===== config.mk =====
export PLATFORM = sky130hd
export DESIGN_NAME = diamond_max_path_sum
export DESIGN_NICKNAME = d
export VERILOG_FILES = /design/src/design/dmps_pkg.sv /design/src/design/diamond_max_path_sum.sv /design/src/design/dmps_ram.sv
export SDC_FILE = /design/constraint.sdc
export NUM_CORES = 2
export LEC_CHECK = 0
export BUFFER_PORTS_ARGS = -buffer_cell sky130_fd_sc_hd__buf_2
export CORE_MARGIN = 1
export CORE_UTILIZATION = 29
export DETAILED_ROUTE_END_ITERATION = 12
export GPL_ROUTABILITY_DRIVEN = 0
export MAX_ROUTING_LAYER = met4
export PLACE_DENSITY = 0.39
export SETUP_SLACK_MARGIN = 0.4
export SYNTH_ARGS = -nofsm -noshare
export SYNTH_HDL_FRONTEND = slang
export SYNTH_SLANG_ARGS = --single-unit

===== constraint.sdc =====
create_clock -name clock -period 17 [get_ports clock]
set_input_delay 2.55 -clock clock [delete_from_list [all_inputs] [get_ports clock]]
set_output_delay 2.55 -clock clock [all_outputs]
set_load 0.03 [all_outputs]

===== src/design/dmps_pkg.sv =====
`timescale 1ns / 1ps
`default_nettype none

package dmps_pkg;

   localparam int MAX_SIZE_DEFAULT = 128;
   localparam int CELL_W           = 16;
   localparam int SUM_W            = 24;
   localparam int CSR_W            = 8;

   // row position of a cell, decided when the cell is transferred
   typedef enum logic [1:0] {
      ROW_TOP   = 2'd0,
      ROW_UPPER = 2'd1,
      ROW_LOWER = 2'd2
   } row_kind_type;

   typedef struct packed {
      row_kind_type kind;
      logic         use_left;
      logic         use_same;
      logic         row_end;
      logic         last_cell;
      logic         fwd_a;
      logic         fwd_b;
   } cell_ctrl_type;

endpackage

`default_nettype wire


===== src/design/diamond_max_path_sum.sv =====
`timescale 1ns / 1ps
`default_nettype none

// Maximum path sum down a diamond of 2*size-1 rows.
// Cells arrive on the req_ channel (valid/ready), row by row, left to right.
// The diamond size is written on the csr_ channel while the block is idle; the
// user must keep to this, the block does not enforce it. A write restarts the
// diamond. Values of 0 act as 1, above MAX_SIZE as MAX_SIZE. Only the bottom
// cell of a diamond gives a result on the rsp_ channel: the best total. Throughput
// is one cell per cycle while req_ready is high. A cell is transferred in the
// same cycle as its row-buffer reads issue; the update stage then adds the
// larger parent and writes the row buffer back (one write port, two registered
// read ports); a cell reading the column written that cycle gets it forwarded.
// The result sits in an output register, so cells keep flowing while it waits.
// If a bottom cell finishes while the previous total is still not taken,
// req_ready drops until rsp_ready frees the output register.
// Reset restores size 1 and starts a new diamond; the row buffer holds no
// valid state and needs no clearing, since every read follows a write
// of the same diamond.
module diamond_max_path_sum
   import dmps_pkg::*;
#(
   parameter int MAX_SIZE = MAX_SIZE_DEFAULT
) (
   input  wire logic              clock,
   input  wire logic              reset,
   input  wire logic              req_valid,
   output logic                   req_ready,
   input  wire logic [CELL_W-1:0] req_cell_value,
   output logic                   rsp_valid,
   input  wire logic              rsp_ready,
   output logic      [SUM_W-1:0]  rsp_best_total,
   input  wire logic              csr_valid,
   output logic                   csr_ready,
   input  wire logic [CSR_W-1:0]  csr_diamond_size
);

   localparam int AW = (MAX_SIZE > 1) ? $clog2(MAX_SIZE) : 1;
   localparam int SW = $clog2(MAX_SIZE + 1);
   localparam int RW = SW + 1;
   localparam int EW = (SW > CSR_W) ? SW : CSR_W;

   logic [SW-1:0]    size_ff, size_in;
   logic [RW-1:0]    row_ff, row_in;
   logic [SW-1:0]    col_ff, col_in;

   logic             s1_valid_ff, s1_valid_in;
   cell_ctrl_type    s1_ctrl_ff, s1_ctrl_in;
   logic [AW-1:0]    s1_addr_ff, s1_addr_in;
   logic [CELL_W-1:0] s1_value_ff, s1_value_in;
   logic [SUM_W-1:0] fwd_data_ff, fwd_data_in;
   logic [SUM_W-1:0] left_hold_ff, left_hold_in;

   logic             out_valid_ff, out_valid_in;
   logic [SUM_W-1:0] out_total_ff, out_total_in;

   logic             accept;
   logic             s1_hold;
   logic             s1_fire;
   logic [EW-1:0]    csr_ext;
   logic [RW-1:0]    size_r;
   logic [RW-1:0]    col_r;
   logic [RW-1:0]    rows_m1;
   logic [RW-1:0]    row_len;
   logic             row_done;
   logic [AW-1:0]    rd_addr_a;
   logic [AW-1:0]    rd_addr_b;
   logic [SUM_W-1:0] rd_data_a;
   logic [SUM_W-1:0] rd_data_b;
   logic [SUM_W-1:0] par_a;
   logic [SUM_W-1:0] par_b;
   logic [SUM_W-1:0] src_a;
   logic [SUM_W-1:0] src_b;
   logic [SUM_W-1:0] best;
   logic [SUM_W-1:0] sum;

   // ---------------- transfer stage: position and read issue ----------------
   assign s1_hold   = s1_valid_ff && s1_ctrl_ff.last_cell && out_valid_ff && !rsp_ready;
   assign s1_fire   = s1_valid_ff && !s1_hold;
   assign req_ready = !s1_hold;
   assign csr_ready = 1'b1;
   assign accept    = req_valid && req_ready;

   assign csr_ext = EW'(csr_diamond_size);
   assign size_r  = RW'(size_ff);
   assign col_r   = RW'(col_ff);
   assign rows_m1 = {size_r[RW-2:0], 1'b0} - RW'(1);
   assign row_len = (row_ff < size_r) ? (row_ff + RW'(1)) : (rows_m1 - row_ff);
   assign row_done = (col_r + RW'(1)) == row_len;

   assign rd_addr_a = col_ff[AW-1:0];
   assign rd_addr_b = AW'(col_ff + SW'(1));

   always_comb begin
      size_in     = size_ff;
      row_in      = row_ff;
      col_in      = col_ff;
      s1_ctrl_in  = s1_ctrl_ff;
      s1_addr_in  = s1_addr_ff;
      s1_value_in = s1_value_ff;
      fwd_data_in = fwd_data_ff;
      s1_valid_in = s1_valid_ff && !s1_fire;

      if (csr_valid) begin
         priority if (csr_ext == EW'(0)) begin
            size_in = SW'(1);
         end else if (csr_ext > EW'(MAX_SIZE)) begin
            size_in = SW'(MAX_SIZE);
         end else begin
            size_in = SW'(csr_ext);
         end
         row_in = '0;
         col_in = '0;
      end else if (accept) begin
         s1_valid_in = 1'b1;
         priority if (row_ff == '0) begin
            s1_ctrl_in.kind = ROW_TOP;
         end else if (row_ff < size_r) begin
            s1_ctrl_in.kind = ROW_UPPER;
         end else begin
            s1_ctrl_in.kind = ROW_LOWER;
         end
         s1_ctrl_in.use_left  = col_ff != '0;
         s1_ctrl_in.use_same  = col_r < row_ff;
         s1_ctrl_in.row_end   = row_done;
         s1_ctrl_in.last_cell = row_done && (row_ff == rows_m1 - RW'(1));
         // the cell finishing this cycle writes while these reads issue
         s1_ctrl_in.fwd_a     = s1_valid_ff && (s1_addr_ff == rd_addr_a);
         s1_ctrl_in.fwd_b     = s1_valid_ff && (s1_addr_ff == rd_addr_b);
         fwd_data_in = sum;
         s1_addr_in  = rd_addr_a;
         s1_value_in = req_cell_value;
         if (row_done) begin
            col_in = '0;
            row_in = (row_ff == rows_m1 - RW'(1)) ? '0 : (row_ff + RW'(1));
         end else begin
            col_in = col_ff + SW'(1);
         end
      end
   end

   dmps_ram #(
      .WIDTH (SUM_W),
      .DEPTH (MAX_SIZE)
   ) u_row_sums (
      .clock     (clock),
      .wr_en     (s1_fire),
      .wr_addr   (s1_addr_ff),
      .wr_data   (sum),
      .rd_en     (accept),
      .rd_addr_a (rd_addr_a),
      .rd_addr_b (rd_addr_b),
      .rd_data_a (rd_data_a),
      .rd_data_b (rd_data_b)
   );

   // ---------------- update stage: best parent, add, write back ----------------
   assign src_a = s1_ctrl_ff.fwd_a ? fwd_data_ff : rd_data_a;
   assign src_b = s1_ctrl_ff.fwd_b ? fwd_data_ff : rd_data_b;

   always_comb begin
      unique case (s1_ctrl_ff.kind)
         ROW_UPPER: begin
            par_a = s1_ctrl_ff.use_left ? left_hold_ff : '0;
            par_b = s1_ctrl_ff.use_same ? src_a : '0;
         end
         ROW_LOWER: begin
            par_a = src_a;
            par_b = src_b;
         end
         default: begin
            par_a = '0;
            par_b = '0;
         end
      endcase
   end

   assign best = (par_a > par_b) ? par_a : par_b;
   assign sum  = best + SUM_W'(s1_value_ff);

   always_comb begin
      left_hold_in = left_hold_ff;
      out_valid_in = out_valid_ff && !rsp_ready;
      out_total_in = out_total_ff;
      if (csr_valid) begin
         left_hold_in = '0;
      end else if (s1_fire) begin
         // upper half keeps the old column value before it is overwritten
         if (s1_ctrl_ff.row_end) begin
            left_hold_in = '0;
         end else if (s1_ctrl_ff.kind == ROW_UPPER) begin
            left_hold_in = par_b;
         end
         if (s1_ctrl_ff.last_cell) begin
            out_valid_in = 1'b1;
            out_total_in = sum;
         end
      end
   end

   assign rsp_valid      = out_valid_ff;
   assign rsp_best_total = out_total_ff;

   always_ff @(posedge clock) begin
      if (reset) begin
         size_ff      <= SW'(1);
         row_ff       <= '0;
         col_ff       <= '0;
         s1_valid_ff  <= 1'b0;
         left_hold_ff <= '0;
         out_valid_ff <= 1'b0;
      end else begin
         size_ff      <= size_in;
         row_ff       <= row_in;
         col_ff       <= col_in;
         s1_valid_ff  <= s1_valid_in;
         left_hold_ff <= left_hold_in;
         out_valid_ff <= out_valid_in;
      end
   end

   always_ff @(posedge clock) begin
      s1_ctrl_ff   <= s1_ctrl_in;
      s1_addr_ff   <= s1_addr_in;
      s1_value_ff  <= s1_value_in;
      fwd_data_ff  <= fwd_data_in;
      out_total_ff <= out_total_in;
   end

endmodule

`default_nettype wire


===== src/design/dmps_ram.sv =====
`timescale 1ns / 1ps
`default_nettype none

module dmps_ram #(
   parameter int WIDTH = 24,
   parameter int DEPTH = 128,
   localparam int AW   = (DEPTH > 1) ? $clog2(DEPTH) : 1
) (
   input  wire logic             clock,
   input  wire logic             wr_en,
   input  wire logic [AW-1:0]    wr_addr,
   input  wire logic [WIDTH-1:0] wr_data,
   input  wire logic             rd_en,
   input  wire logic [AW-1:0]    rd_addr_a,
   input  wire logic [AW-1:0]    rd_addr_b,
   output logic      [WIDTH-1:0] rd_data_a,
   output logic      [WIDTH-1:0] rd_data_b
);

   logic [WIDTH-1:0] mem [DEPTH];

   always_ff @(posedge clock) begin
      if (wr_en) begin
         mem[wr_addr] <= wr_data;
      end
      if (rd_en) begin
         rd_data_a <= mem[rd_addr_a];
         rd_data_b <= mem[rd_addr_b];
      end
   end

endmodule

`default_nettype wire


==> out/results.ini <==
[clocking]
tritoncts = built
clkLatencyLatePin_ns = 1.02
clk_pin_slew_ns = 0.06
clk_path_buf_depth = 4
cts_setup_buffers = 0
cts_resized = 0
clock_sinks = 3250
cts-hold-fix-buffers = 0
cts_buffers = 378
h-tree-depth = 5
clock-root-buffer = clkbuf_16

[setup_path]
cp.arrival_ns = 10.09
required_ns = 17.61
crit_start = s1_ctrl_ff[7]
start_kind = flop
cp_slowest_cell = buf_4
worstSetupEndpoint = u_row_sums.mem[66][20]
path_class = reg -> reg
r2r_slack_ns = 7.52
slowest_delay_ns = 0.96
reg2reg_to = u_row_sums.mem[66][20]
worst-path-max-fanout = 97
r2r_cells = 28
cp-end-kind = flop
r2r_start = s1_ctrl_ff[7]

[outcome]
outcome = completed

[routing]
drc = 0
firstDrtPassIters = 5
avgRoutedWirePerCell_um = 40.7
drt_iter0_drc = 9571
drtAntennaViolNets = 0
vias = 82800
viasPerCell = 5.70
totalWireLength_um = 592000

[timing]
setup_viol = 0
holdWs_ns = 0.515
fin_crit_sh = 0.558
hold_viol_final = 0
fmax_mhz = 106
final_max_slew_viol_count = 0
period_needed_ns = 9.48
fin_skew_ns = 0.0628
tightestPinTransition_ns = 1.37
slew_headroom = 0.0637
rsz0062_at_grt = false
tns_ns = 0

[power_and_ir_drop]
power.density_nw_per_um2 = 111
p_leak_nw = 51.2
pwr-share-seq = 0.469
power.internal_mw = 14.7
max-vdd-ir-drop_mv = 0.0906
p_sw_mw = 4.71
power_frac_comb = 0.106
p_clk_frac = 0.425
swShare = 0.243

[floorplanning]
initial_core_util = 0.291
die_w_um = 725
io_pins = 56
dieArea_um2 = 526000
die_h_um = 725
core_um2 = 521000
rows = 265

[synth]
synth-edff-count = 3199
syn_nets = 7062
synth_top_area_cell = edfxtp_1
netlist_instances = 6959
synth.distinct_cells = 72
synth_top_flop_cell = edfxtp_1
synth_area_per_cell_um2 = 21.8
async_reset_ff_frac = 0
ys_top_cells_by_count = edfxtp_1, mux4_2, nor2_1
yosys_warnings = 0
yosys_register_bits = 3250
synth.area.top_cells = edfxtp_1, mux4_2, mux2_2
synth.top_cell.area_share = 0.634
yosysSeqAreaShare = 0.640
netlist_area_um2 = 152000
synth.most_common_cell = edfxtp_1

[cells_and_area]
nFillCells = 48600
seqCellArea_um2 = 97100
multiInputGateArea_um2 = 53300
nets = 7290
drive_above_1_share = 0.420
area_growth_pct = 15.2

[grt]
grt_pass1_wl_um = 788000
grt_antenna_before_repair = 66
first_global_vias = 83800
grt_max_degree = 112
grt_overflow = 0
track_usage = 0.227

[placement]
port_buffers = 54
hpwl_um = 339000

[worst_hold_path]
hold_class = reg -> reg

[flow_run]
maxCapViolations = 0

## sequential cells by signal, summed over array words and instances (netlist names), named ones only
signal	flops
s1_ctrl_ff	8
u_row_sums.rd_data_a	24
rsp_valid	1
s1_value_ff	16
left_hold_ff	24
fwd_data_ff	24
s1_addr_ff	7
u_row_sums.mem	3072
row_ff	9
u_row_sums.rd_data_b	24
size_ff	8
col_ff	8
rsp_best_total	24
## per-stage QoR
stage | setup slack [ns] | std cells | util | power, mW | cell area, µm²
after global placement | 7.81 | 13700 | 0.312 | 11.3 | 162000
after CTS | 7.65 | 14400 | 0.335 | 19.6 | 174000
after global routing | 6.95 | 14500 | 0.335 | 20.0 | 175000
after detailed placement | 7.68 | 13700 | 0.312 | 11.4 | 162000
after floorplan | 5.08 | 6959 | - | 10.6 | 152000
final | 7.52 | 14500 | 0.336 | 19.4 | 175000
## cell families after synthesis
logic type | share of synthesized area
AOI/OAI and AO/OA | 0.0148
xor gates and xnor gates | 0.00412
adders and majority gates | 0.00616
buffers and inverters | 0.0168
DFF | 0.640
muxes | 0.303
other | 0.0000247
and+or+nand+nor | 0.0147
## worst min path at each step
stage                                 from          endpoint  cells after the start
after floorplan                  col_ff[2]     s1_addr_ff[2]                      0
after detailed placement   left_hold_ff[6]   left_hold_ff[6]                      2
after global placement    left_hold_ff[16]  left_hold_ff[16]                      2
final                     left_hold_ff[10]  left_hold_ff[10]                      2
after CTS                  left_hold_ff[6]   left_hold_ff[6]                      2
after global routing      left_hold_ff[10]  left_hold_ff[10]                      2
## power by group through the flow
stage / combinational, mW / clock (mW) / sequential (mW)
2_1_floorplan: 1.32 / 0 / 9.32
3_3_place_gp: 2.08 / 0 / 9.26
3_5_place_dp: 2.09 / 0 / 9.26
4_1_cts: 2.09 / 8.45 / 9.10
5_1_grt: 2.18 / 8.70 / 9.10
6_report: 2.06 / 8.25 / 9.10
## critical path: cells and delay by family, from the launching register on
kind	cells	cell delay, ns
muxes	1	0.85
xor gates and xnor gates	1	0.21
and+or+nand+nor	10	2.85
DFF	1	0.42
adders and majority gates	4	1.15
AOI/OAI and AO/OA	7	1.85
buffers and inverters	5	1.55
## metal layers
metal | vias to the layer above | GRT usage | wire [µm]
met5 | - | - | 0
met4 | 0 | 0.0575 | 16900
met3 | 635 | 0.0365 | 37100
met2 | 3354 | 0.350 | 277000
met1 | 47400 | 0.315 | 260000
li1 | 31400 | - | -
## cells in the final DEF (no fill, tap or decap), drive strengths merged, types with 30 or more instances in the layout
cell	count
mux2i	105
a22oi	75
bufinv	40
edfxtp	3199
dfxtp	51
clkbuf	470
nand3	37
mux4	1942
ha	73
xnor2	54
mux2	102
inv	72
nand2	91
o221ai	30
a21oi	65
diode	80
nor2	262
buf	381
o21ai	38
clkinv	162
## layout make-up
type                       instances  share of cell area
antenna                           80             0.00115
clock buffer                     470              0.0578
clock inverter                   224              0.0125
inverter                          58             0.00130
multi-input combinational       3118               0.305
sequential                      3250               0.556
tap                             6942              0.0497
timing repair buffer             381              0.0166
(Power assumes the default switching activity.)
